`config.mk`:
```
export PLATFORM = sky130hd
export DESIGN_NAME = q9_back
export DESIGN_NICKNAME = d
export VERILOG_FILES = /design/src/sv/q9_pkg.sv /design/src/sv/q9_back.sv
export SDC_FILE = /design/constraint.sdc
export NUM_CORES = 2
export LEC_CHECK = 0
export BUFFER_PORTS_ARGS = -buffer_cell sky130_fd_sc_hd__buf_2
export CAP_MARGIN = 20
export CORE_AREA = 2 2 308 310
export CTS_CLUSTER_DIAMETER = 40
export DETAILED_ROUTE_END_ITERATION = 10
export DIE_AREA = 0 0 310 312
export PLACE_DENSITY = 0.73
export SETUP_SLACK_MARGIN = 0.4
export SYNTH_ARGS = -nofsm -noshare
export SYNTH_HDL_FRONTEND = slang
export SYNTH_SLANG_ARGS = --single-unit
```
`constraint.sdc`:
```
create_clock -name clock -period 16.17 [get_ports clock]
set_clock_uncertainty 0.05 [all_clocks]
set_input_delay 2.4255 -clock clock [delete_from_list [all_inputs] [get_ports clock]]
set_output_delay 2.4255 -clock clock [all_outputs]
set_load 0.005 [all_outputs]
```
`src/sv/q9_pkg.sv`:
```
package q9_pkg;

   localparam int COORD_W    = 18;
   localparam int VALUE_W    = 20;
   localparam int NODE_W     = 4;
   localparam int NODE_COUNT = 9;
   localparam int REQ_DATA_W = 40;
   localparam int RSP_DATA_W = 64;
   localparam int RSP_USER_W = 8;
   localparam int Q_DEPTH    = 2;

   localparam logic [NODE_W-1:0] NODE_LAST = NODE_W'(NODE_COUNT - 1);

   // one-dimensional quadratic factor picked for a node
   typedef enum logic [1:0] {
      FAC_MINUS  = 2'd0,
      FAC_CENTRE = 2'd1,
      FAC_PLUS   = 2'd2
   } fac_type;

   function automatic fac_type node_fac_s(input logic [NODE_W-1:0] node);
      fac_type f;
      case (node)
         4'd0:    f = FAC_MINUS;
         4'd1:    f = FAC_PLUS;
         4'd2:    f = FAC_PLUS;
         4'd3:    f = FAC_MINUS;
         4'd4:    f = FAC_CENTRE;
         4'd5:    f = FAC_PLUS;
         4'd6:    f = FAC_CENTRE;
         4'd7:    f = FAC_MINUS;
         default: f = FAC_CENTRE;
      endcase
      return f;
   endfunction

   function automatic fac_type node_fac_t(input logic [NODE_W-1:0] node);
      fac_type f;
      case (node)
         4'd0:    f = FAC_MINUS;
         4'd1:    f = FAC_MINUS;
         4'd2:    f = FAC_PLUS;
         4'd3:    f = FAC_PLUS;
         4'd4:    f = FAC_MINUS;
         4'd5:    f = FAC_CENTRE;
         4'd6:    f = FAC_PLUS;
         4'd7:    f = FAC_CENTRE;
         default: f = FAC_CENTRE;
      endcase
      return f;
   endfunction

endpackage

```
`src/sv/q9_back.sv`:
```
module q9_back #(
   parameter int FRAC_BITS = 16,
   localparam int FW = FRAC_BITS + 3,
   localparam int ENTRY_W = 12 * FW + 1
) (
   input  logic                               clock,
   input  logic                               reset,
   input  logic                               head_valid,
   output logic                               head_ready,
   input  logic [ENTRY_W-1:0]                 head_data,
   output logic                               rsp_valid,
   input  logic                               rsp_ready,
   output logic [q9_pkg::NODE_W-1:0]          node_index,
   output logic signed [q9_pkg::VALUE_W-1:0]  shape_value,
   output logic signed [q9_pkg::VALUE_W-1:0]  deriv_s,
   output logic signed [q9_pkg::VALUE_W-1:0]  deriv_t,
   output logic                               last_node,
   output logic                               batch_end
);
   import q9_pkg::*;

   localparam int PW = 2 * FW;
   localparam logic signed [PW-1:0] SAT_HI = PW'((2 ** (VALUE_W - 1)) - 1);
   localparam logic signed [PW-1:0] SAT_LO = -PW'(2 ** (VALUE_W - 1));

   // round to nearest, ties away from zero, then saturate
   function automatic logic signed [VALUE_W-1:0] out_q(input logic signed [PW-1:0] p);
      logic signed [PW-1:0] half;
      logic signed [PW-1:0] sum;
      half = PW'(1) <<< (FRAC_BITS - 1);
      sum  = p + half;
      if (p[PW-1]) begin
         sum = sum - PW'(1);
      end
      sum = sum >>> FRAC_BITS;
      if (sum > SAT_HI) begin
         sum = SAT_HI;
      end else if (sum < SAT_LO) begin
         sum = SAT_LO;
      end
      return VALUE_W'(sum);
   endfunction

   logic signed [FW-1:0] vs [3];
   logic signed [FW-1:0] ds [3];
   logic signed [FW-1:0] vt [3];
   logic signed [FW-1:0] dt [3];
   logic                 head_last;

   for (genvar i = 0; i < 3; i++) begin : g_unpack
      assign vs[i] = head_data[i * FW +: FW];
      assign ds[i] = head_data[(3 + i) * FW +: FW];
      assign vt[i] = head_data[(6 + i) * FW +: FW];
      assign dt[i] = head_data[(9 + i) * FW +: FW];
   end
   assign head_last = head_data[ENTRY_W-1];

   logic [NODE_W-1:0] node_ff, node_in;
   logic              adv_p, adv_o, issue, node_done;
   fac_type           sel_s, sel_t;
   logic signed [FW-1:0] a_val, a_der, b_val, b_der;

   logic              p_valid_ff, p_valid_in;
   logic signed [PW-1:0] p_shape_ff, p_shape_in, p_ds_ff, p_ds_in, p_dt_ff, p_dt_in;
   logic [NODE_W-1:0] p_node_ff, p_node_in;
   logic              p_last_ff, p_last_in, p_batch_ff, p_batch_in;

   logic              o_valid_ff, o_valid_in;
   logic signed [VALUE_W-1:0] o_shape_ff, o_shape_in, o_ds_ff, o_ds_in, o_dt_ff, o_dt_in;
   logic [NODE_W-1:0] o_node_ff, o_node_in;
   logic              o_last_ff, o_last_in, o_batch_ff, o_batch_in;

   assign adv_o      = !o_valid_ff || rsp_ready;
   assign adv_p      = !p_valid_ff || adv_o;
   assign issue      = head_valid && adv_p;
   assign node_done  = (node_ff == NODE_LAST);
   assign head_ready = issue && node_done;

   assign sel_s = node_fac_s(node_ff);
   assign sel_t = node_fac_t(node_ff);
   assign a_val = vs[sel_s];
   assign a_der = ds[sel_s];
   assign b_val = vt[sel_t];
   assign b_der = dt[sel_t];

   always_comb begin
      node_in = node_ff;
      if (issue) begin
         node_in = node_done ? '0 : node_ff + NODE_W'(1);
      end

      p_valid_in = adv_p ? head_valid : p_valid_ff;
      p_shape_in = adv_p ? PW'(a_val * b_val) : p_shape_ff;
      p_ds_in    = adv_p ? PW'(a_der * b_val) : p_ds_ff;
      p_dt_in    = adv_p ? PW'(a_val * b_der) : p_dt_ff;
      p_node_in  = adv_p ? node_ff : p_node_ff;
      p_last_in  = adv_p ? node_done : p_last_ff;
      p_batch_in = adv_p ? (node_done && head_last) : p_batch_ff;

      o_valid_in = adv_o ? p_valid_ff : o_valid_ff;
      o_shape_in = adv_o ? out_q(p_shape_ff) : o_shape_ff;
      o_ds_in    = adv_o ? out_q(p_ds_ff) : o_ds_ff;
      o_dt_in    = adv_o ? out_q(p_dt_ff) : o_dt_ff;
      o_node_in  = adv_o ? p_node_ff : o_node_ff;
      o_last_in  = adv_o ? p_last_ff : o_last_ff;
      o_batch_in = adv_o ? p_batch_ff : o_batch_ff;
   end

   always_ff @(posedge clock) begin
      if (reset) begin
         node_ff    <= '0;
         p_valid_ff <= 1'b0;
         o_valid_ff <= 1'b0;
      end else begin
         node_ff    <= node_in;
         p_valid_ff <= p_valid_in;
         o_valid_ff <= o_valid_in;
      end
   end

   always_ff @(posedge clock) begin
      p_shape_ff <= p_shape_in;
      p_ds_ff    <= p_ds_in;
      p_dt_ff    <= p_dt_in;
      p_node_ff  <= p_node_in;
      p_last_ff  <= p_last_in;
      p_batch_ff <= p_batch_in;
      o_shape_ff <= o_shape_in;
      o_ds_ff    <= o_ds_in;
      o_dt_ff    <= o_dt_in;
      o_node_ff  <= o_node_in;
      o_last_ff  <= o_last_in;
      o_batch_ff <= o_batch_in;
   end

   assign rsp_valid   = o_valid_ff;
   assign node_index  = o_node_ff;
   assign shape_value = o_shape_ff;
   assign deriv_s     = o_ds_ff;
   assign deriv_t     = o_dt_ff;
   assign last_node   = o_last_ff;
   assign batch_end   = o_batch_ff;

endmodule

```
==> results.json <==
{
  "outcome": "completed",
  "initial_core_util_pct": 54.9,
  "muxShareOfSynthArea_pct": 1.67,
  "worstPathRequired_ps": 16360,
  "async_flop_share_pct": 0,
  "yosysTopAreaCell": "fa_1",
  "fmax_mhz": 95.8,
  "drt_iter0_markers": 3868,
  "synthAdderAreaFrac_pct": 51.9,
  "cts-buffers-inserted": 17,
  "cts_setup_buffers": 0,
  "drtPass1Iterations": 5,
  "globalplace.congestion": 0.932,
  "synth_compound_area_share_pct": 6.66,
  "chipWidth_microns": 310,
  "htreeDepth": 4,
  "worstSetupEndpointType": "register",
  "wl_met1_microns": 57400,
  "ys_ff_latch": 196,
  "yosysTopAreaCellShare_pct": 43.4,
  "area_delta_synth_final_pct": 7.18,
  "synth-simple-area-share_pct": 14.3,
  "gr-total-overflow": 0,
  "r2r.worst_path.cells": 25,
  "synth.area.top_cells": "fa_1, edfxtp_1, ha_1",
  "cts.sinks": 196,
  "critPathArrivalTime_ps": 10640,
  "drc": 0,
  "grt_pass1_vias": 40820,
  "wl_met2_microns": 62800,
  "top_layer": "met4",
  "final.min_clock_period_ps": 10440,
  "placementRows": 112,
  "gr-usage-all-layers_pct": 30.2,
  "final.setup.tns_ps": 0,
  "vias": 39537,
  "avgRoutedWirePerCell_microns": 20.1,
  "max_slew_margin_pct": 18.4,
  "grt_antenna_before_repair": 0,
  "critical_path.endpoint": "p_dt_ff[34]$_DFFE_PN_",
  "reg2reg_slack_ps": 6360,
  "finish.utilization_pct": 58.8,
  "synth_nets": 7239,
  "nNetsFinal": 7431,
  "critPathMaxFanout": 19,
  "ff_latch_area_sq_um": 5790,
  "yosysUniqueCellTypes": 93,
  "crit_chain": "buf_2 -> mux2i_1 -> o21a_1 -> nor2_1 -> fa_1 -> inv_1 -> fa_1 -> fa_1 -> inv_1 -> fa_1 -> fa_1 -> fa_1 -> ha_1 -> ha_1 -> a2111oi_0 -> nand2_1 -> a21oi_1 -> o21ai_0 -> a2111oi_0 -> o21ai_0 -> a31oi_1 -> or4b_2 -> o2111ai_1",
  "clock_latency_ps": 510,
  "yosysWarnings": 0,
  "cts_resized": 0,
  "regToRegEndpoint": "p_dt_ff[34]$_DFFE_PN_",
  "critical_path.slowest_cell": "o21a_1",
  "num_io_pins": 301,
  "rsz0062_at_grt": "no",
  "max_cap_violations": 0,
  "syn_area_sq_um": 51100,
  "die-area_sq_um": 96700,
  "critPathMaxStageDelay_ps": 830,
  "syn_inst": 5553,
  "slew_violations": 0,
  "crit_top_cell": "fa_1",
  "fillCellCount": 8199,
  "synth_xor_area_share_pct": 4.00,
  "cts-root-buf": "clkbuf_16",
  "core-area_sq_um": 93000,
  "fin_crit_sh_pct": 64.6,
  "vias_per_cell": 5.64,
  "cts_tree": "yes",
  "min_path_type": "reg2reg",
  "grt_max_degree": 68,
  "hold_buffers": 0,
  "crit_cells": 23,
  "synth.most_common_cell": "inv_1",
  "cts_buffer_depth": 2,
  "cp-start-kind": "input port",
  "synth_top_family_by_area": "adder cells",
  "synth_common_cells": "inv_1, fa_1, nor2_1, nand2_1, ha_1",
  "yosysSeqAreaShare_pct": 11.3,
  "synth_ff_type": "edfxtp_1",
  "drive_gt1_share_pct": 9.33,
  "clk_pin_slew_ps": 80,
  "cp_top_family": "adder cells",
  "fp.dieH_microns": 312,
  "final_hold_viol_count": 0,
  "grt_pass1_wl_microns": 225000,
  "setup_viol": 0,
  "worstMarginPinSlew_ps": 1220,
  "cp-startpoint": "head_data[49]",
  "syn_avg_cell_area_sq_um": 9.20,
  "hold_ws_ps": 370,
  "crit_buf_inv": 3,
  "post-dp-hpwl_microns": 113000,
  "drtAntennaViolNets": 0,
  "portBuffers": 300,
  "path_class": "in2reg",
  "multi_input_area_sq_um": 40200,
  "met3_length_microns": 16500,
  "totalWireLength_microns": 141000,
  "synth_edf_count": 186
}
metrics by stage:
step / setup slack, ps / cells / instance area, sq um
2_1_floorplan: 6770 / 5553 / 51100
3_5_place_dp: 5420 / 6980 / 54100
6_report: 5730 / 7014 / 54700
3_3_place_gp: 5540 / 6979 / 54100
4_1_cts: 5950 / 7012 / 54700
5_1_grt: 5580 / 7012 / 54700
sequential cells by signal, indices dropped and copies added, names as in the netlist, named ones only:
name,count
p_last_ff,1
deriv_t,20
last_node,1
node_ff,4
p_batch_ff,1
p_node_ff,4
p_shape_ff,38
p_ds_ff,38
p_dt_ff,38
rsp_valid,1
batch_end,1
deriv_s,20
node_index,4
shape_value,20
p_valid_ff,1
how the worst min path moves through the flow:
stage / start / end / slack, ps / depth (start not counted)
CTS: p_node_ff[1]$_DFFE_PN_ / node_index[1]$_DFFE_PP_ / 370 / 0
finish: p_node_ff[1]$_DFFE_PN_ / node_index[1]$_DFFE_PP_ / 370 / 0
floorplan: p_batch_ff$_DFFE_PN_ / batch_end$_DFFE_PP_ / 350 / 0
global route: p_node_ff[1]$_DFFE_PN_ / node_index[1]$_DFFE_PP_ / 380 / 0
detailed placement: p_node_ff[1]$_DFFE_PN_ / node_index[1]$_DFFE_PP_ / 350 / 0
global placement: p_node_ff[2]$_DFFE_PN_ / node_index[2]$_DFFE_PP_ / 350 / 0
placed cells by master, fill, tap and decap left out, drive strengths merged, types with 6 or more instances in the layout:
master / Yosys / final
inv: 1129 / 1136
fa: 1107 / 1107
nor2: 753 / 753
nand2: 571 / 571
buf: 29 / 406
ha: 346 / 346
edfxtp: 186 / 186
o21ai: 184 / 184
xnor2: 153 / 153
a21oi: 99 / 99
mux2i: 82 / 82
xor2: 80 / 80
o21a: 78 / 78
nand3: 69 / 69
nor3: 62 / 62
a21o: 49 / 49
nand2b: 39 / 39
nand4: 37 / 37
and3: 32 / 32
or2: 29 / 29
nor4: 25 / 25
and2: 20 / 20
or3: 19 / 19
clkbuf: 204 / 18
a211oi: 15 / 15
nor2b: 12 / 12
o211ai: 11 / 11
and4: 10 / 10
dfxtp: 10 / 10
a31oi: 9 / 9
o311ai: 8 / 8
a2111oi: 7 / 7
o31ai: 7 / 7
or4: 6 / 6
cell type report:
class	instances	area share (%)
repair buffers	406	4.19
well taps	1254	2.87
diodes	2	0.00914
clock buffers	18	0.784
clock inverters	14	0.315
multi-input cells	3995	73.5
inverters	1129	7.74
flip-flops and latches	196	10.6
per-layer routing:
layer	GRT usage (%)	up-vias
met5	0	-
met4	9.72	0
met3	7.38	294
met2	45.9	2067
met1	42.9	19741
li1	-	17435
cells by family (layout without fill, tap and decap cells):
family,Yosys count,count (layout)
buffers and inverters,1362,1567
other,0,2
and+or+nand+nor,1699,1699
DFF,196,196
adders and majority gates,1453,1453
xor gates and xnor gates,233,233
muxes,85,85
AOI/OAI and AO/OA,525,525
Power is left out: the tool's default activity adds up to more than one toggle a clock period on the data nets, which glitch-free logic cannot reach.
