$ cat src/sv/q9_pkg.sv
package q9_pkg;

   localparam int COORD_W    = 18;
   localparam int VALUE_W    = 20;
   localparam int NODE_W     = 4;
   localparam int NODE_COUNT = 9;
   localparam int REQ_DATA_W = 40;
   localparam int RSP_DATA_W = 64;
   localparam int RSP_USER_W = 8;
   localparam int Q_DEPTH    = 2;

   localparam logic [NODE_W-1:0] NODE_LAST = NODE_W'(NODE_COUNT - 1);

   // one-dimensional quadratic factor picked for a node
   typedef enum logic [1:0] {
      FAC_MINUS  = 2'd0,
      FAC_CENTRE = 2'd1,
      FAC_PLUS   = 2'd2
   } fac_type;

   function automatic fac_type node_fac_s(input logic [NODE_W-1:0] node);
      fac_type f;
      case (node)
         4'd0:    f = FAC_MINUS;
         4'd1:    f = FAC_PLUS;
         4'd2:    f = FAC_PLUS;
         4'd3:    f = FAC_MINUS;
         4'd4:    f = FAC_CENTRE;
         4'd5:    f = FAC_PLUS;
         4'd6:    f = FAC_CENTRE;
         4'd7:    f = FAC_MINUS;
         default: f = FAC_CENTRE;
      endcase
      return f;
   endfunction

   function automatic fac_type node_fac_t(input logic [NODE_W-1:0] node);
      fac_type f;
      case (node)
         4'd0:    f = FAC_MINUS;
         4'd1:    f = FAC_MINUS;
         4'd2:    f = FAC_PLUS;
         4'd3:    f = FAC_PLUS;
         4'd4:    f = FAC_MINUS;
         4'd5:    f = FAC_CENTRE;
         4'd6:    f = FAC_PLUS;
         4'd7:    f = FAC_CENTRE;
         default: f = FAC_CENTRE;
      endcase
      return f;
   endfunction

endpackage

$ cat src/sv/q9_front.sv
module q9_front #(
   parameter int FRAC_BITS = 16,
   localparam int FW = FRAC_BITS + 3,
   localparam int ENTRY_W = 12 * FW + 1
) (
   input  logic                                clock,
   input  logic                                reset,
   input  logic                                in_valid,
   output logic                                in_ready,
   input  logic signed [q9_pkg::COORD_W-1:0]   s_coord,
   input  logic signed [q9_pkg::COORD_W-1:0]   t_coord,
   input  logic                                last_point,
   output logic                                out_valid,
   input  logic                                out_ready,
   output logic [ENTRY_W-1:0]                  out_data
);
   import q9_pkg::*;

   localparam int EXT_W = ((FRAC_BITS > COORD_W - 1) ? FRAC_BITS : COORD_W - 1) + 2;
   localparam int SQ_W  = 2 * COORD_W;
   localparam int WW    = ((2 * FRAC_BITS + 3) > (SQ_W + 1)) ? (2 * FRAC_BITS + 3) : (SQ_W + 1);

   localparam logic signed [EXT_W-1:0] ONE_E  = EXT_W'(1) <<< FRAC_BITS;
   localparam logic signed [WW-1:0]    ONE_SQ = WW'(1) <<< (2 * FRAC_BITS);
   localparam logic signed [FW-1:0]    HALF_F = FW'(1) <<< (FRAC_BITS - 1);

   function automatic logic signed [COORD_W-1:0] clamp_coord(
      input logic signed [COORD_W-1:0] c
   );
      logic signed [EXT_W-1:0] e;
      e = EXT_W'(c);
      if (e > ONE_E) begin
         e = ONE_E;
      end else if (e < -ONE_E) begin
         e = -ONE_E;
      end
      return COORD_W'(e);
   endfunction

   // round to nearest, ties away from zero
   function automatic logic signed [WW-1:0] round_q(
      input logic signed [WW-1:0] v,
      input int                   sh
   );
      logic signed [WW-1:0] half;
      logic signed [WW-1:0] sum;
      half = WW'(1) <<< (sh - 1);
      sum  = v + half;
      if (v[WW-1]) begin
         sum = sum - WW'(1);
      end
      return sum >>> sh;
   endfunction

   logic v1_ff, v1_in, v2_ff, v2_in, v3_ff, v3_in;
   logic adv1, adv2, adv3;

   logic signed [COORD_W-1:0] xs1_ff, xs1_in, xt1_ff, xt1_in;
   logic                      l1_ff, l1_in;
   logic signed [COORD_W-1:0] xs2_ff, xs2_in, xt2_ff, xt2_in;
   logic signed [SQ_W-1:0]    sqs2_ff, sqs2_in, sqt2_ff, sqt2_in;
   logic                      l2_ff, l2_in;
   logic signed [COORD_W-1:0] xs3_ff, xs3_in, xt3_ff, xt3_in;
   logic signed [WW-1:0]      pms3_ff, pms3_in, lcs3_ff, lcs3_in, pps3_ff, pps3_in;
   logic signed [WW-1:0]      pmt3_ff, pmt3_in, lct3_ff, lct3_in, ppt3_ff, ppt3_in;
   logic                      l3_ff, l3_in;

   logic signed [WW-1:0] sqs_w, sqt_w, xss_w, xts_w;
   logic signed [FW-1:0] vs_m, vs_c, vs_p, ds_m, ds_c, ds_p;
   logic signed [FW-1:0] vt_m, vt_c, vt_p, dt_m, dt_c, dt_p;
   logic signed [FW-1:0] xs_f, xt_f;

   assign adv3     = !v3_ff || out_ready;
   assign adv2     = !v2_ff || adv3;
   assign adv1     = !v1_ff || adv2;
   assign in_ready = adv1;
   assign out_valid = v3_ff;

   // clamp, square, form the raw quadratic factors
   always_comb begin
      v1_in  = adv1 ? in_valid : v1_ff;
      xs1_in = adv1 ? clamp_coord(s_coord) : xs1_ff;
      xt1_in = adv1 ? clamp_coord(t_coord) : xt1_ff;
      l1_in  = adv1 ? last_point : l1_ff;

      v2_in   = adv2 ? v1_ff : v2_ff;
      xs2_in  = adv2 ? xs1_ff : xs2_ff;
      xt2_in  = adv2 ? xt1_ff : xt2_ff;
      sqs2_in = adv2 ? SQ_W'(xs1_ff * xs1_ff) : sqs2_ff;
      sqt2_in = adv2 ? SQ_W'(xt1_ff * xt1_ff) : sqt2_ff;
      l2_in   = adv2 ? l1_ff : l2_ff;

      sqs_w = WW'(sqs2_ff);
      sqt_w = WW'(sqt2_ff);
      xss_w = WW'(xs2_ff) <<< FRAC_BITS;
      xts_w = WW'(xt2_ff) <<< FRAC_BITS;

      v3_in   = adv3 ? v2_ff : v3_ff;
      xs3_in  = adv3 ? xs2_ff : xs3_ff;
      xt3_in  = adv3 ? xt2_ff : xt3_ff;
      pms3_in = adv3 ? (sqs_w - xss_w) : pms3_ff;
      lcs3_in = adv3 ? (ONE_SQ - sqs_w) : lcs3_ff;
      pps3_in = adv3 ? (sqs_w + xss_w) : pps3_ff;
      pmt3_in = adv3 ? (sqt_w - xts_w) : pmt3_ff;
      lct3_in = adv3 ? (ONE_SQ - sqt_w) : lct3_ff;
      ppt3_in = adv3 ? (sqt_w + xts_w) : ppt3_ff;
      l3_in   = adv3 ? l2_ff : l3_ff;
   end

   always_ff @(posedge clock) begin
      if (reset) begin
         v1_ff <= 1'b0;
         v2_ff <= 1'b0;
         v3_ff <= 1'b0;
      end else begin
         v1_ff <= v1_in;
         v2_ff <= v2_in;
         v3_ff <= v3_in;
      end
   end

   always_ff @(posedge clock) begin
      xs1_ff  <= xs1_in;
      xt1_ff  <= xt1_in;
      l1_ff   <= l1_in;
      xs2_ff  <= xs2_in;
      xt2_ff  <= xt2_in;
      sqs2_ff <= sqs2_in;
      sqt2_ff <= sqt2_in;
      l2_ff   <= l2_in;
      xs3_ff  <= xs3_in;
      xt3_ff  <= xt3_in;
      pms3_ff <= pms3_in;
      lcs3_ff <= lcs3_in;
      pps3_ff <= pps3_in;
      pmt3_ff <= pmt3_in;
      lct3_ff <= lct3_in;
      ppt3_ff <= ppt3_in;
      l3_ff   <= l3_in;
   end

   // rounded factor values and exact derivative factors
   always_comb begin
      vs_m = FW'(round_q(pms3_ff, FRAC_BITS + 1));
      vs_c = FW'(round_q(lcs3_ff, FRAC_BITS));
      vs_p = FW'(round_q(pps3_ff, FRAC_BITS + 1));
      vt_m = FW'(round_q(pmt3_ff, FRAC_BITS + 1));
      vt_c = FW'(round_q(lct3_ff, FRAC_BITS));
      vt_p = FW'(round_q(ppt3_ff, FRAC_BITS + 1));
      xs_f = FW'(xs3_ff);
      xt_f = FW'(xt3_ff);
      ds_m = xs_f - HALF_F;
      ds_c = FW'(0) - (xs_f <<< 1);
      ds_p = xs_f + HALF_F;
      dt_m = xt_f - HALF_F;
      dt_c = FW'(0) - (xt_f <<< 1);
      dt_p = xt_f + HALF_F;
      out_data = {l3_ff, dt_p, dt_c, dt_m, vt_p, vt_c, vt_m,
                  ds_p, ds_c, ds_m, vs_p, vs_c, vs_m};
   end

endmodule

$ cat config.mk
export PLATFORM = sky130hd
export DESIGN_NAME = q9_front
export DESIGN_NICKNAME = d
export VERILOG_FILES = /design/src/sv/q9_pkg.sv /design/src/sv/q9_front.sv
export SDC_FILE = /design/constraint.sdc
export NUM_CORES = 2
export LEC_CHECK = 0
export BUFFER_PORTS_ARGS = -buffer_cell sky130_fd_sc_hd__buf_4
export CAP_MARGIN = 10
export CORE_ASPECT_RATIO = 1.2
export CORE_UTILIZATION = 38
export CTS_CLUSTER_DIAMETER = 80
export DETAILED_ROUTE_END_ITERATION = 12
export HOLD_SLACK_MARGIN = 0.1
export MAX_ROUTING_LAYER = met4
export PLACE_DENSITY_LB_ADDON = 0.1
export SLEW_MARGIN = 10
export SYNTH_ARGS = -nofsm -noshare
export SYNTH_HDL_FRONTEND = slang
export SYNTH_SLANG_ARGS = --single-unit
export TNS_END_PERCENT = 10
$ cat constraint.sdc
create_clock -name clock -period 8 [get_ports clock]
set_input_delay 1.6 -clock clock [delete_from_list [all_inputs] [get_ports clock]]
set_output_delay 1.6 -clock clock [all_outputs]
set_load 0.01 [all_outputs]
==> results.sh <==
export IMPL_status="finished, final reports clean"
export IMPL_rrSetupSlack_ps=680
export IMPL_grt_max_degree=92
export IMPL_pre_cts_slack_ps=611
export IMPL_fin_area_mm2=0.0490
export IMPL_area_growth_syn_to_layout_pct=10.7
export IMPL_netlist_area_mm2=0.0443
export IMPL_ant_nets=0
export IMPL_port_buffers=269
export IMPL_arrival_ps=7650
export IMPL_vias=30700
export IMPL_synth_area_per_cell_um2=9.64
export IMPL_finalCriticalPeriod_ps=7320
export IMPL_nets=5696
export IMPL_hold_start="l2_ff"
export IMPL_worstSetupEndpointType="register"
export IMPL_clock_sinks=360
export IMPL_p_leak_nw=22.6
export IMPL_hold_slack_ps=428
export IMPL_async_reset_ff_share_pct=0
export IMPL_rr_startpoint="xs1_ff[17]"
export IMPL_final_layout_size_suffix_gt1_share_pct=8.84
export IMPL_die_h_um=376
export IMPL_setup_slack_ps=677
export IMPL_cts_hold_buf=0
export IMPL_hold_path_class="register to register"
export IMPL_use_met3_pct=1.33
export IMPL_drv_cap=0
export IMPL_core_region_area_mm2=0.115
export IMPL_synthFlopType="edfxtp_1"
export IMPL_cts_tree="done"
export IMPL_cts_resized_gates=0
export IMPL_whs_path_depth=0
export IMPL_multi_input_area_mm2=0.0288
export IMPL_num_fill_cells=11400
export IMPL_grt_pass1_wl_um=179000
export IMPL_p_per_area_mw_per_mm2=394
export IMPL_routed_wl_um=113000
export IMPL_clk_pin_slew_ps=70
export IMPL_grt_usage_pct=20.1
export IMPL_place_congestion=0.887
export IMPL_initial_utilization_pct=38.5
export IMPL_vdd_drop_max_v=0.000299
export IMPL_yosysSeqAreaShare_pct=24.3
export IMPL_synth_distinct_cells=78
export IMPL_drcViolationCount=0
export IMPL_cts_buffers=43
export IMPL_rsz0062_at_grt="false"
export IMPL_startpoint_type="register"
export IMPL_ios=272
export IMPL_fin_skew_ps=26.6
export IMPL_overflow=0
export IMPL_hold_end="l3_ff"
export IMPL_required_ps=8320
export IMPL_worstRegToRegCells=24
export IMPL_top_usage_layer="met2"
export IMPL_synth_seq_cells=360
export IMPL_antenna_found_initial=4
export IMPL_dr_pass1_iters=5
export IMPL_crit_type="register to register"
export IMPL_worst_slew_pin_slew_ps=1020
export IMPL_num_rows=136
export IMPL_crit_fanout=17
export IMPL_placed_cell_area_mm2=0.0476
export IMPL_slew_violations=0
export IMPL_h_tree_depth=2
export IMPL_fin_setup_tns_ps=0
export IMPL_grtUsageMet1_pct=25.6
export IMPL_synth_cells=4596
export IMPL_cts_buffer_depth=3
export IMPL_grt_pass1_vias=32200
export IMPL_final_hold_viol_count=0
export IMPL_die_w_um=314
export IMPL_ctsRootBufferMaster="clkbuf_16"
export IMPL_clk_latency_ps=600
export IMPL_slew_headroom_pct=32.2
export IMPL_via_per_inst=4.87
export IMPL_dp_hpwl_um=95200
export IMPL_yosysWarnings=0
export IMPL_dieArea_mm2=0.118
export IMPL_synth_edf_count=357
export IMPL_cts_setup_buffers=0
export IMPL_seqCellArea_mm2=0.0108
export IMPL_gr_usage_met2_pct=34.4
export IMPL_fmax_mhz=137
export IMPL_drt_iter0_drc=1420
export IMPL_fin_crit_sh_pct=91.5
export IMPL_finalSetupViolCount=0
export IMPL_wire_per_inst_um=18.0
export IMPL_rr_endpoint="sqs2_ff[34]"
[how the worst max path moves through the flow]
stage                     from          end  slack [ps]  cells after the start
finish              xs1_ff[17]  sqs2_ff[34]         680                     24
detailed placement  xs1_ff[17]  sqs2_ff[34]         610                     24
CTS                 xs1_ff[17]  sqs2_ff[34]         570                     24
global route        xs1_ff[17]  sqs2_ff[34]         230                     24
global placement    xs1_ff[17]  sqs2_ff[34]         690                     24
floorplan            xs1_ff[3]  sqs2_ff[34]        1340                     21
[sequential cells by signal, summed over array words and instances (netlist names)]
name and cells:
xs2_ff 18, pps3_ff 20, lcs3_ff 34, out_valid 1, sqs2_ff 34, lct3_ff 34
xs3_ff 18, xt3_ff 18, xt2_ff 18, xs1_ff 18, v2_ff 1, pms3_ff 35
sqt2_ff 34, xt1_ff 18, l1_ff 1, v1_ff 1, pmt3_ff 35, l3_ff 1
ppt3_ff 20, l2_ff 1
[critical path, cell delays in order, from the launching register on]
cell and delay [ps]:
edfxtp_1 680, buf_4 310, inv_1 260, nor2_1 90, fa_1 540, inv_1 140, fa_1 520, inv_1 70
ha_1 380, inv_1 240, fa_1 540, inv_1 50, fa_1 520, inv_1 50, fa_1 470, inv_1 40
ha_1 330, a21oi_1 210, nand2_1 80, nor2_1 130, o211ai_1 120, a41oi_1 440, o21ai_0 240, nand4_1 130
or3b_2 450
[stage by stage]
| step | util, % | cells | total power [mW] |
|---|---|---|---|
| 2_1_floorplan | - | 4597 | 13.4 |
| 3_3_place_gp | 41.4 | 6225 | 17.3 |
| 3_5_place_dp | 41.4 | 6225 | 17.4 |
| 4_1_cts | 42.6 | 6304 | 19.5 |
| 5_1_grt | 42.6 | 6305 | 21.2 |
| 6_report | 42.6 | 6305 | 19.3 |
[logic make-up (layout without fill, tap and decap cells)]
family          count (synthesis)  in the layout  synth area share [%]
flops                         360            360                  24.3
compound gates                483            483                  7.08
xor+xnor                      426            426                  8.42
other cells                     1              3               0.00846
simple gates                 1215           1215                  13.5
mux                            23             23                 0.534
buf+inv                      1185           1374                  10.6
fa+ha+maj                     903            903                  35.5
[where the power goes]
group | leakage (nW) | internal, mW | switching (mW)
Combinational | 18.1 | 5.48 | 7.37
Sequential | 3.90 | 3.43 | 1.02
Clock | 0.694 | 1.14 | 0.851
Total | 22.6 | 10.1 | 9.24
[cells in the mapped netlist, types with 6 or more instances]
master / n / area share, %
o22ai_1: 11 / 0.16
and2_1: 139 / 2.0
mux2i_1: 18 / 0.41
and4_1: 7 / 0.14
o211ai_1: 13 / 0.22
a41o_1: 7 / 0.16
nand4_1: 54 / 0.76
a21o_1: 32 / 0.54
edfxtp_1: 357 / 24
buf_4: 67 / 1.1
nor3_1: 98 / 1.1
xor2_1: 120 / 2.4
a41oi_1: 7 / 0.14
and3_1: 30 / 0.42
nand2_1: 352 / 3.0
inv_1: 973 / 8.2
nand3_1: 96 / 1.1
a21oi_1: 144 / 1.6
nor3b_1: 8 / 0.14
a31oi_1: 23 / 0.32
o21a_1: 25 / 0.42
nor4_1: 65 / 0.92
o21bai_1: 28 / 0.47
nor4b_1: 7 / 0.14
or2_2: 14 / 0.20
nor2b_1: 29 / 0.41
a211oi_1: 23 / 0.39
o21ai_0: 85 / 0.96
or3_1: 25 / 0.35
ha_1: 312 / 8.8
fa_1: 591 / 27
xnor2_1: 306 / 6.0
clkbuf_1: 130 / 1.1
nand2b_1: 28 / 0.40
a21boi_0: 7 / 0.12
o31a_1: 10 / 0.20
o31ai_1: 14 / 0.24
o2111ai_1: 6 / 0.12
buf_1: 12 / 0.10
nor2_1: 236 / 2.0
or4_1: 11 / 0.19
[cell usage in the layout, fill, tap and decap left out, types with 8 or more instances in the layout]
cell,synthesis,layout
nand2b_1,28,28
nor3_1,98,98
ha_1,312,312
o21ai_0,85,85
o21bai_1,28,28
o21a_1,25,25
nor2b_1,29,29
fa_1,591,591
nand2_1,352,351
edfxtp_1,357,357
or2_2,14,14
nor4_1,65,64
mux2i_1,18,17
nor2_1,236,236
or3_1,25,25
o31a_1,10,10
xnor2_1,306,306
o211ai_1,13,13
nor3b_1,8,8
xor2_1,120,120
clkbuf_16,0,43
inv_1,973,971
nand4_1,54,54
and2_1,139,139
a21o_1,32,32
o31ai_1,14,14
a211oi_1,23,23
and3_1,30,30
buf_4,67,322
or4_1,11,11
o22ai_1,11,11
nand3_1,96,96
a21oi_1,144,144
a31oi_1,23,23
[cell type report]
| class | instances | area share [%] |
|---|---|---|
| diodes | 1 | 0.00510 |
| clock buffers | 49 | 2.24 |
| clock inverters | 30 | 0.684 |
| inverters | 973 | 7.47 |
| multi-input cells | 3052 | 58.8 |
| flip-flops and latches | 360 | 22.0 |
| well taps | 1518 | 3.87 |
| repair buffers | 322 | 4.93 |
[metal layers]
metal | routed length [um] | vias up | share of wire [%]
li1 | - | 15000 | -
met5 | 0 | - | 0
met1 | 50800 | 15100 | 45
met3 | 3530 | 126 | 3.1
met4 | 2990 | 0 | 2.6
met2 | 56000 | 538 | 49
Note: power is estimated with default switching activity, not from simulation.
