[config.mk]
export PLATFORM = sky130hd
export DESIGN_NAME = q9_queue
export DESIGN_NICKNAME = d
export VERILOG_FILES = /design/src/sv/q9_pkg.sv /design/src/sv/q9_queue.sv
export SDC_FILE = /design/constraint.sdc
export NUM_CORES = 1
export LEC_CHECK = 0
export BUFFER_PORTS_ARGS = -buffer_cell sky130_fd_sc_hd__buf_2
export CAP_MARGIN = 25
export CORE_AREA = 2 2 44 46
export DETAILED_ROUTE_END_ITERATION = 10
export DIE_AREA = 0 0 46 48
export GPL_TIMING_DRIVEN = 0
export PLACE_DENSITY = 0.73
export SYNTH_ARGS = -nofsm -noshare
export SYNTH_HDL_FRONTEND = slang
export SYNTH_SLANG_ARGS = --single-unit
[constraint.sdc]
create_clock -name clock -period 3.95 [get_ports clock]
set_input_delay 0.1975 -clock clock [delete_from_list [all_inputs] [get_ports clock]]
set_output_delay 0.1975 -clock clock [all_outputs]
set_load 0.02 [all_outputs]
[src/sv/q9_pkg.sv]
package q9_pkg;

   localparam int COORD_W    = 18;
   localparam int VALUE_W    = 20;
   localparam int NODE_W     = 4;
   localparam int NODE_COUNT = 9;
   localparam int REQ_DATA_W = 40;
   localparam int RSP_DATA_W = 64;
   localparam int RSP_USER_W = 8;
   localparam int Q_DEPTH    = 2;

   localparam logic [NODE_W-1:0] NODE_LAST = NODE_W'(NODE_COUNT - 1);

   // one-dimensional quadratic factor picked for a node
   typedef enum logic [1:0] {
      FAC_MINUS  = 2'd0,
      FAC_CENTRE = 2'd1,
      FAC_PLUS   = 2'd2
   } fac_type;

   function automatic fac_type node_fac_s(input logic [NODE_W-1:0] node);
      fac_type f;
      case (node)
         4'd0:    f = FAC_MINUS;
         4'd1:    f = FAC_PLUS;
         4'd2:    f = FAC_PLUS;
         4'd3:    f = FAC_MINUS;
         4'd4:    f = FAC_CENTRE;
         4'd5:    f = FAC_PLUS;
         4'd6:    f = FAC_CENTRE;
         4'd7:    f = FAC_MINUS;
         default: f = FAC_CENTRE;
      endcase
      return f;
   endfunction

   function automatic fac_type node_fac_t(input logic [NODE_W-1:0] node);
      fac_type f;
      case (node)
         4'd0:    f = FAC_MINUS;
         4'd1:    f = FAC_MINUS;
         4'd2:    f = FAC_PLUS;
         4'd3:    f = FAC_PLUS;
         4'd4:    f = FAC_MINUS;
         4'd5:    f = FAC_CENTRE;
         4'd6:    f = FAC_PLUS;
         4'd7:    f = FAC_CENTRE;
         default: f = FAC_CENTRE;
      endcase
      return f;
   endfunction

endpackage

[src/sv/q9_queue.sv]
module q9_queue #(
   parameter int WIDTH = 8
) (
   input  logic             clock,
   input  logic             reset,
   input  logic             in_valid,
   output logic             in_ready,
   input  logic [WIDTH-1:0] in_data,
   output logic             out_valid,
   input  logic             out_ready,
   output logic [WIDTH-1:0] out_data
);
   import q9_pkg::*;

   localparam int PTR_W = (Q_DEPTH > 1) ? $clog2(Q_DEPTH) : 1;
   localparam int CNT_W = $clog2(Q_DEPTH + 1);

   logic [WIDTH-1:0] entries_ff [Q_DEPTH];
   logic [PTR_W-1:0] wr_ptr_ff, wr_ptr_in, rd_ptr_ff, rd_ptr_in;
   logic [CNT_W-1:0] count_ff, count_in;
   logic             push, pop;

   assign in_ready  = (count_ff != CNT_W'(Q_DEPTH));
   assign out_valid = (count_ff != '0);
   assign out_data  = entries_ff[rd_ptr_ff];
   assign push      = in_valid && in_ready;
   assign pop       = out_valid && out_ready;

   always_comb begin
      wr_ptr_in = wr_ptr_ff;
      rd_ptr_in = rd_ptr_ff;
      count_in  = count_ff;
      if (push) begin
         wr_ptr_in = (wr_ptr_ff == PTR_W'(Q_DEPTH - 1)) ? '0 : wr_ptr_ff + PTR_W'(1);
      end
      if (pop) begin
         rd_ptr_in = (rd_ptr_ff == PTR_W'(Q_DEPTH - 1)) ? '0 : rd_ptr_ff + PTR_W'(1);
      end
      if (push && !pop) begin
         count_in = count_ff + CNT_W'(1);
      end else if (pop && !push) begin
         count_in = count_ff - CNT_W'(1);
      end
   end

   always_ff @(posedge clock) begin
      if (reset) begin
         wr_ptr_ff <= '0;
         rd_ptr_ff <= '0;
         count_ff  <= '0;
      end else begin
         wr_ptr_ff <= wr_ptr_in;
         rd_ptr_ff <= rd_ptr_in;
         count_ff  <= count_in;
      end
   end

   always_ff @(posedge clock) begin
      if (push) begin
         entries_ff[wr_ptr_ff] <= in_data;
      end
   end

endmodule

==> metrics.txt, run 1 <==
post-CTS setup buffer count 0; hold_sp in_data[7]; Hold Path Class input pin to flip-flop; Reg2Reg Depth 4; critical path class flip-flop to flip-flop; Final Non-Filler Cells 91; Netlist cell types 17; R2R setup slack 2.35 ns; biggest cell delay along the critical path between 0.3 and 0.4 ns; Setup Viol. Count Final 0; Std-Cell Rows 15; status finished, final reports clean; Fin Clk Skew 0.00142 ns; cells after synthesis 49; area grow syn2layout 18.9%; minimum clock period 1.60 ns; root buf cell clkbuf_4; DR pass1 iterations 4; Synth area leaders edfxtp_1 60%, dfxtp_1 12%, mux2_2 11%, xor2_1 3.3%, nand2b_4 1.7%; Final Cycle Share 0.406; fill cell count 150; die height roughly 48 um; DP Cell Count 87; worst slew pin tran approximately 0.38 ns; f_max 0.624 GHz; WL/cell 12.8 um; Clock Sinks 21; Levels on crit path 4; input/output buffers 21; NumNets Final 88; Final Hold Vio Count 0; critical path's top delay family compound AO/OA/AOI/OAI gates; vias in the first global route 419; global-route wire length before repair 1660 um; gpl congestion around 0.63; register area share after synthesis 0.720; cts hold-fix bufs 0; Max Cap Violations 0; layout cells sized above 1 0.486; clk_lat worst skew 0.29 ns; initial antenna violation count 0; number of remaining DRC errors 0; Die X 46 um; P per Cell Area about 640 nW/um2; CP Capture Point count_ff[1]$_SDFFE_PP0P_; most frequent cell after synthesis edfxtp_1; core area between 1500 and 2000 um2; top cell type by total area after synthesis edfxtp_1; #FFs+latches synth 21; Synth warnings 0; RSZ-0062 raised after global routing no; diodes inserted 0; vias around 470; slowest CP cell dfxtp_1; pin count of the biggest net entering global routing 12; Avg Cell Area, Syn 16.4 um2; via/cell ratio 5.15; critical path startpoint count_ff[0]$_SDFFE_PP0P_; CTS tree built; Arrival @ worst endpoint 1.84 ns; total CTS buffers 3; Worst Setup End Kind flip-flop; DRT iter0 DRCs 5; Yosys top cell area share 0.596; Worst Path Max Fanout 5; worst r2r src count_ff[0]$_SDFFE_PP0P_; I/O pin count 22; Synth async-reset ratio 0; Startpoint Class flip-flop; cts repair resizes 0; P_leak 0.387 nW; VDD IR max 0.334 mV; Cell Chain, Critical Path o21ai_0 -> ha_1 -> or3_1 -> a21oi_1; Post-Syn Nets 62; top post-synthesis cells by count 16 x edfxtp_1, 8 x mux2_2, 5 x dfxtp_1, 3 x nor2_1, 3 x xor2_1; H-tree depth 1; grt ovf 0; Reg clk slew, reported paths about 0.11 ns; Clock Path Buffers 2; Worst EP required approximately 4.2 ns; starting density of the core 0.477; Critical path buffers and inverters 0; Final HPWL DP 853 um; Routed Antenna Nets 0; Main synth FF type edfxtp_1; Total Routed Length 1160 um; headroom to the max-slew limit 0.747; die area 2210 um2; Total Neg Setup Slack 0 ns; EDFF count, synth 16; synthesized area 806 um2; GRT Total Usage 0.112; Slew Viols, Final 0; worst reg2reg endpoint count_ff[1]$_SDFFE_PP0P_
-- flip-flops by register name, summed over array words and instances, names as in the netlist, named ones only --
| signal | flops |
|---|---|
| entries_ff | 16 |
| wr_ptr_ff | 1 |
| count_ff | 2 |
| rd_ptr_ff | 1 |
-- layout make-up --
type	count	area (um2)	area share
Timing Repair Buffer	21	105	0.110
Clock buffer	4	26.3	0.0274
Tap cell	17	21.3	0.0222
Buffer	1	5.00	0.00522
Inverter	1	3.75	0.00392
Sequential cell	21	581	0.606
Multi-Input combinational cell	26	216	0.226
-- metal layers --
layer | vias to the layer above | track usage | part of all wire
li1 | 232 | - | -
met1 | 217 | 0.122 | 0.42
met2 | 16 | 0.186 | 0.49
met3 | 4 | 0.0415 | 0.069
met4 | 0 | 0.0686 | 0.021
met5 | - | 0 | 0
-- worst min-delay path by stage --
stage                                             to  slack (ns)  cells past startpoint
after global routing      entries_ff[0][0]$_DFFE_PP_        0.06                      1
after CTS                 entries_ff[0][0]$_DFFE_PP_        0.07                      1
after detailed placement  entries_ff[0][0]$_DFFE_PP_        0.39                      1
final                     entries_ff[1][7]$_DFFE_PP_        0.08                      1
after global placement    entries_ff[0][2]$_DFFE_PP_        0.39                      1
after floorplan             count_ff[1]$_SDFFE_PP0P_        0.27                      1
-- layout by cell type (no fill, tap or decap) --
master	n
a21bo_2	1
inv_1	1
or2_2	1
a21oi_1	2
nand2b_4	1
ha_1	1
xor2_1	3
o21ai_0	2
nor2_1	3
or3_1	1
and3_1	1
clkbuf_1	1
dfxtp_1	5
nand3b_1	1
buf_2	22
mux2_2	8
clkbuf_4	3
edfxtp_1	16
and2_1	1
-- cell families (layout without fill, tap and decap cells) --
group	after synthesis	in the layout	share of synthesized area
adders and majority gates	1	1	0.0155
buffers and inverters	2	27	0.0109
and+or+nand+nor	9	9	0.0714
DFF	21	21	0.721
AOI/OAI and AO/OA	5	5	0.0373
muxes	8	8	0.112
xor gates and xnor gates	3	3	0.0326
-- power by group --
group / leakage (nW) / total [W] / switching (W) / internal (W)
Clock: 0.0150 / 0.000100 / 0.0000608 / 0.0000393
Combinational: 0.181 / 0.000215 / 0.000120 / 0.0000951
Sequential: 0.191 / 0.000299 / 0.0000189 / 0.000280
Total: 0.387 / 0.000614 / 0.000200 / 0.000414
-- metrics by stage --
step | area [um2] | utilization | hold slack, ns | setup WS (ns) | total power, W
after global placement | 932 | 0.552 | 0.385 | 2.41 | 0.000515
after floorplan | 806 | - | 0.267 | 2.43 | 0.000462
after detailed placement | 932 | 0.552 | 0.389 | 2.38 | 0.000522
after CTS | 958 | 0.567 | 0.0730 | 2.34 | 0.000622
final | 958 | 0.567 | 0.0821 | 2.35 | 0.000614
after global routing | 958 | 0.567 | 0.0623 | 2.27 | 0.000649
Power figures use the tool's default switching activity.
==> inputs of run 2 (changes only) <==
--- a/config.mk
+++ b/config.mk
@@ -7,11 +7,11 @@
 export LEC_CHECK = 0
 export BUFFER_PORTS_ARGS = -buffer_cell sky130_fd_sc_hd__buf_2
 export CAP_MARGIN = 25
-export CORE_AREA = 2 2 44 46
+export CORE_AREA = 2 2 46 48
 export DETAILED_ROUTE_END_ITERATION = 10
-export DIE_AREA = 0 0 46 48
+export DIE_AREA = 0 0 48 50
 export GPL_TIMING_DRIVEN = 0
-export PLACE_DENSITY = 0.73
+export PLACE_DENSITY = 0.7
 export SYNTH_ARGS = -nofsm -noshare
 export SYNTH_HDL_FRONTEND = slang
 export SYNTH_SLANG_ARGS = --single-unit
==> constraint.sdc (replaced) <==
create_clock -name clock -period 1.4 [get_ports clock]
set_input_delay 0.07 -clock clock [delete_from_list [all_inputs] [get_ports clock]]
set_output_delay 0.07 -clock clock [all_outputs]
set_load 0.02 [all_outputs]
==> metrics.txt, run 2 (synthesis results as in run 1) <==
CTS tree built (unchanged); Largest regs entries_ff (16), count_ff (2) (unchanged); diodes inserted 0 (unchanged); Arrival @ worst endpoint 1.67 ns (was 1.84 ns); Max Cap Violations 0 (unchanged); Setup Viol. Count Final 1 (was 0); layout cells sized above 1 0.500 (was 0.486); Levels on crit path 6 (was 4); slowest CP cell dfxtp_4 (was dfxtp_1); core area 1900 um2 (was 1690 um2); initial antenna violation count 0 (unchanged); Total Routed Length 1250 um (was 1160 um); DR pass1 iterations 4 (unchanged); Reg2Reg Depth 6 (was 4); P per Cell Area 1660 nW/um2 (was 641 nW/um2); biggest cell delay along the critical path 0.37 ns (about the same); area grow syn2layout 36.3% (was 18.9%); Worst Setup End Kind flip-flop (unchanged); vias 511 (was 469); vias in the first global route 505 (was 419); Clock Sinks 21 (unchanged); commonest cells after routing, fill and taps aside 21 x buf_2, 16 x edfxtp_1, 9 x dlygate4sd3_1 (was 22 x buf_2, 16 x edfxtp_1, 8 x mux2_2); RSZ-0062 raised after global routing yes (was no); NumNets Final 98 (was 88); commonest non-fill, non-tap cell in the layout buf_2 (unchanged); Fin Clk Skew 0.00589 ns (was 0.00142 ns); P_int 0.00125 W (was 0.000414 W); status finished with violations (was finished, final reports clean); number of remaining DRC errors 0 (unchanged); post-layout total power 0.00183 W (was 0.000614 W); input/output buffers 21 (unchanged); die height 50 um (was 48 um); Clock Power Share 0.148 (was 0.163); Routed Antenna Nets 0 (unchanged); worst hold stages 3 (was 1); critical path's top delay family simple AND/OR/NAND/NOR gates (was compound AO/OA/AOI/OAI gates); Startpoint Class flip-flop (unchanged); total CTS buffers 3 (unchanged); DRT iter0 DRCs 3 (was 5); f_max 0.690 GHz (was 0.624 GHz); I/O pin count 22 (unchanged); fill cell count 172 (was 150); Final Hold Vio Count 0 (unchanged); die area 2400 um2 (was 2210 um2); gpl congestion 0.613 (was 0.631); root buf cell clkbuf_4 (unchanged); Worst Path Max Fanout 5 (unchanged); max FFs per register 16 (unchanged); WL/cell 11.2 um (was 12.8 um); critical path class flip-flop to flip-flop (unchanged); worst slew pin tran 0.371 ns (was 0.380 ns); Final HPWL DP 868 um (was 853 um); grt ovf 0 (unchanged); Reg clk slew, reported paths 0.11 ns (about the same); clk_lat worst skew 0.29 ns (about the same); starting density of the core 0.424 (was 0.477); Hold Path Class input pin to flip-flop (unchanged); GRT Total Usage 0.120 (was 0.112); final worst slack -0.0491 ns (was 2.35 ns); Net Switching 0.000579 W (was 0.000200 W); pin count of the biggest net entering global routing 12 (unchanged); Std-Cell Rows 16 (was 15); Cell Chain, Critical Path nand2b_4 -> and2_4 -> ha_4 -> xor2_1 -> or3_1 -> a21oi_1 (was o21ai_0 -> ha_1 -> or3_1 -> a21oi_1); Clock Path Buffers 2 (unchanged); Sw Share 0.317 (was 0.325); Worst EP required 1.62 ns (was 4.18 ns); VDD IR max 0.885 mV (was 0.334 mV); Final Cycle Share 1.04 (was 0.406); R2R setup slack -0.05 ns (was 2.35 ns); Flop pwr share 0.472 (was 0.487); Die X 48 um (was 46 um); Critical path buffers and inverters 0 (unchanged); global-route wire length before repair 1990 um (was 1660 um); minimum clock period 1.45 ns (was 1.60 ns); headroom to the max-slew limit 0.753 (was 0.747); P_leak 0.435 nW (was 0.387 nW); Gate power share 0.380 (was 0.350); Biggest register entries_ff (unchanged); via/cell ratio 4.60 (was 5.15); Final Non-Filler Cells 111 (was 91); failing checks setup timing; DP Cell Count 97 (was 87); Slew Viols, Final 0 (unchanged); H-tree depth 1 (unchanged); final hold slack 0.0867 ns (was 0.0821 ns)
==> run 2: repair_timing <==
action	CTS	global route
endpoints found under the setup margin	9	9
cloned	0	0
hold endpoints to repair	20	0
resized for setup	4	1
buffers inserted	1	0
hold buffers	9	0
==> run 2: power groups by stage <==
stage          Sequential (W)  Clock (W)  Combinational [W]
2_1_floorplan        0.000851          0           0.000484
3_3_place_gp         0.000859          0           0.000630
3_5_place_dp         0.000865          0           0.000642
4_1_cts              0.000859   0.000286           0.000697
5_1_grt              0.000877   0.000308           0.000763
6_report             0.000862   0.000271           0.000694
==> run 2: worst min-delay path, stage by stage <==
cell	delay [ns]
buf_2	0.12
nand3b_1	0.09
a21oi_1	0.06
==> run 2: final timing paths <==
path,startpoint,end
worst max-delay path,count_ff[0]$_SDFFE_PP0P_,count_ff[1]$_SDFFE_PP0P_
worst min-delay path,in_valid,wr_ptr_ff$_SDFFE_PP0N_
worst max register to register,count_ff[0]$_SDFFE_PP0P_,count_ff[1]$_SDFFE_PP0P_
worst min register to register,rd_ptr_ff$_SDFFE_PP0P_,flip-flop
==> run 2: per-layer routing <==
layer,vias up,wire [um],GRT usage
met4,0,21,0.0541
met5,-,0,0
li1,249,-,-
met3,3,78,0.0366
met2,18,649,0.202
met1,241,496,0.130
==> run 2: layout make-up <==
type                       count  area, um2  share of cell area
multi-input combinational     26        235               0.214
tap                           27       33.8              0.0308
buffer                         1       11.3              0.0103
clock buffer                   4       26.3              0.0239
timing repair buffer          31        203               0.185
inverter                       1       3.75             0.00342
sequential                    21        586               0.533
==> run 2: per-stage QoR <==
stage,setup slack (ns),setup TNS (ns),util,instance area [um2]
global placement,-0.0480,-0.0480,0.505,961
floorplan,0.00274,0,-,822
finish,-0.0491,-0.0491,0.578,1100
global route,-0.0835,-0.0839,0.578,1100
detailed placement,-0.0716,-0.0716,0.505,961
CTS,-0.0500,-0.0500,0.576,1090
==> inputs of run 3 (changes only) <==
--- a/config.mk
+++ b/config.mk
@@ -11,7 +11,7 @@
 export DETAILED_ROUTE_END_ITERATION = 10
 export DIE_AREA = 0 0 48 50
 export GPL_TIMING_DRIVEN = 0
-export PLACE_DENSITY = 0.7
+export PLACE_DENSITY_LB_ADDON = 0.2
 export SYNTH_ARGS = -nofsm -noshare
 export SYNTH_HDL_FRONTEND = slang
 export SYNTH_SLANG_ARGS = --single-unit
==> metrics.txt, run 3 (synthesis results as in run 1) <==
P_int 0.00129 W (was 0.00125 W); initial antenna violation count 0 (unchanged); Flop pwr share 0.453 (was 0.472); WL/cell 12.0 um (was 11.2 um); diodes inserted 0 (unchanged); Final HPWL DP 845 um (was 868 um); Clock Path Buffers 2 (unchanged); Final Non-Filler Cells 114 (was 111); VDD IR max 0.931 mV (was 0.885 mV); clk_lat worst skew 0.29 ns (about the same); H-tree depth 1 (unchanged); die area 2400 um2 (unchanged); Setup Viol. Count Final 1 (unchanged); DP Cell Count 97 (unchanged); Clock Power Share 0.149 (was 0.148); pin count of the biggest net entering global routing 12 (unchanged); Biggest register entries_ff (unchanged); DP Worst Slack -0.0670 ns (was -0.0716 ns); Arrival @ worst endpoint 1.64 ns (was 1.67 ns); root buf cell clkbuf_4 (unchanged); critical path class flip-flop to flip-flop (unchanged); Hold Path Class input pin to flip-flop (unchanged); Largest regs entries_ff (16), count_ff (2) (unchanged); Final Hold Vio Count 0 (unchanged); headroom to the max-slew limit 0.787 (was 0.753); P per Cell Area 1690 nW/um2 (was 1660 nW/um2); failing checks setup timing (unchanged); DR pass1 iterations 4 (unchanged); Worst Path Max Fanout 4 (was 5); Fin Clk Skew 0.00354 ns (was 0.00589 ns); P_leak 0.449 nW (was 0.435 nW); Final Cycle Share 1.01 (was 1.04); layout cells sized above 1 0.540 (was 0.500); total CTS buffers 3 (unchanged); commonest cells after routing, fill and taps aside 21 x buf_2, 16 x edfxtp_1, 9 x dlygate4sd3_1 (unchanged); vias in the first global route 544 (was 505); CTS tree built (unchanged); area grow syn2layout 39.4% (was 36.3%); grt ovf 0 (unchanged); Std-Cell Rows 16 (unchanged); RSZ-0062 raised after global routing yes (unchanged); Max Cap Violations 0 (unchanged); global-route wire length before repair 2130 um (was 1990 um); Startpoint Class flip-flop (unchanged); vias 517 (was 511); die height 50 um (unchanged); Worst EP required 1.63 ns (was 1.62 ns); input/output buffers 21 (unchanged); Finished Core Util 0.591 (was 0.578); via/cell ratio 4.54 (was 4.60); starting density of the core 0.424 (unchanged); I/O pin count 22 (unchanged); Post-DP Area 961 um2 (unchanged); GRT Total Usage 0.128 (was 0.120); gpl congestion 0.723 (was 0.613); Total Routed Length 1370 um (was 1250 um); NumNets Final 101 (was 98); Net Switching 0.000610 W (was 0.000579 W); max FFs per register 16 (unchanged); core area 1900 um2 (unchanged); final hold slack 0.0822 ns (was 0.0867 ns); status finished with violations (unchanged); Cell Chain, Critical Path nand2b_4 -> and2_4 -> ha_4 -> xor2_1 -> or3_1 -> a21oi_1 (unchanged); worst slew pin tran 0.319 ns (was 0.371 ns); f_max 0.709 GHz (was 0.690 GHz); Die X 48 um (unchanged); Gate power share 0.398 (was 0.380); DRT iter0 DRCs 9 (was 3); Slew Viols, Final 0 (unchanged); Routed Antenna Nets 0 (unchanged); final worst slack -0.0107 ns (was -0.0491 ns); minimum clock period 1.41 ns (was 1.45 ns); number of remaining DRC errors 0 (unchanged); biggest cell delay along the critical path 0.37 ns (about the same); Reg clk slew, reported paths 0.11 ns (about the same); slowest CP cell dfxtp_4 (unchanged); final instance area 1120 um2 (was 1100 um2); Clock Sinks 21 (unchanged); commonest non-fill, non-tap cell in the layout buf_2 (unchanged); Worst Setup End Kind flip-flop (unchanged); Sw Share 0.321 (was 0.317)
==> run 3: cell count changes in the layout (fill, tap and decap cells not counted) <==
cell / before / now
dfxtp_1: 3 / 2
and3_1: 1 / 0
dfxtp_2: 1 / 2
and3_2: 0 / 1
buf_4: 1 / 4
==> run 3: critical path: cells and delay by family, from the launching register on <==
family                     cells  cell delay, ns
and+or+nand+nor                3            0.59
adders and majority gates      1            0.15
DFF                            1            0.37
AOI/OAI and AO/OA              1            0.12
xor gates and xnor gates       1            0.14
==> run 3: path summary, 6_finish.rpt <==
kind	from	to	slack, ns	cells past startpoint
max	count_ff[0]$_SDFFE_PP0P_	count_ff[1]$_SDFFE_PP0P_	-0.01	6
max reg2reg	count_ff[0]$_SDFFE_PP0P_	count_ff[1]$_SDFFE_PP0P_	-0.01	6
min reg2reg	rd_ptr_ff$_SDFFE_PP0P_	flip-flop	0.53	2
min	in_valid	wr_ptr_ff$_SDFFE_PP0N_	0.08	3
==> run 3: final cells by class <==
cell class | instances | area (um2)
multi-input combinational | 26 | 236
tap | 27 | 33.8
buffer | 1 | 11.3
clock buffer | 4 | 26.3
inverter | 1 | 3.75
fill | 159 | 778
sequential | 21 | 587
timing repair buffer | 34 | 225
==> run 3: power by group through the flow <==
stage          combinational [W]  sequential, W  clock (W)
6_report                0.000757       0.000861   0.000283
3_3_place_gp            0.000635       0.000859          0
5_1_grt                 0.000818       0.000876   0.000319
4_1_cts                 0.000751       0.000855   0.000294
2_1_floorplan           0.000484       0.000851          0
3_5_place_dp            0.000647       0.000862          0
==> run 3: timing repair <==
item | 4_1_cts | 5_1_grt
hold buffers | 9 | 0
setup buffers | 4 | 0
pin swaps | 1 | 1
endpoints found under the hold margin | 21 | 0
resized for setup | 4 | 3
endpoints found under the setup margin | 9 | 17
cloned | 0 | 0
==> run 3: metrics by stage <==
| stage | power [W] | TNS [ns] |
|---|---|---|
| global route | 0.00201 | -0.0682 |
| detailed placement | 0.00151 | -0.0670 |
| floorplan | 0.00134 | 0 |
| global placement | 0.00149 | -0.0508 |
| finish | 0.00190 | -0.0107 |
| CTS | 0.00190 | -0.0308 |
==> run 3: per-layer routing <==
| metal | GRT usage | vias up | wire (um) |
|---|---|---|---|
| met5 | 0 | - | 0 |
| met4 | 0.0450 | 0 | 0 |
| met3 | 0.0330 | 0 | 38 |
| met2 | 0.242 | 10 | 769 |
| met1 | 0.121 | 251 | 563 |
| li1 | - | 256 | - |
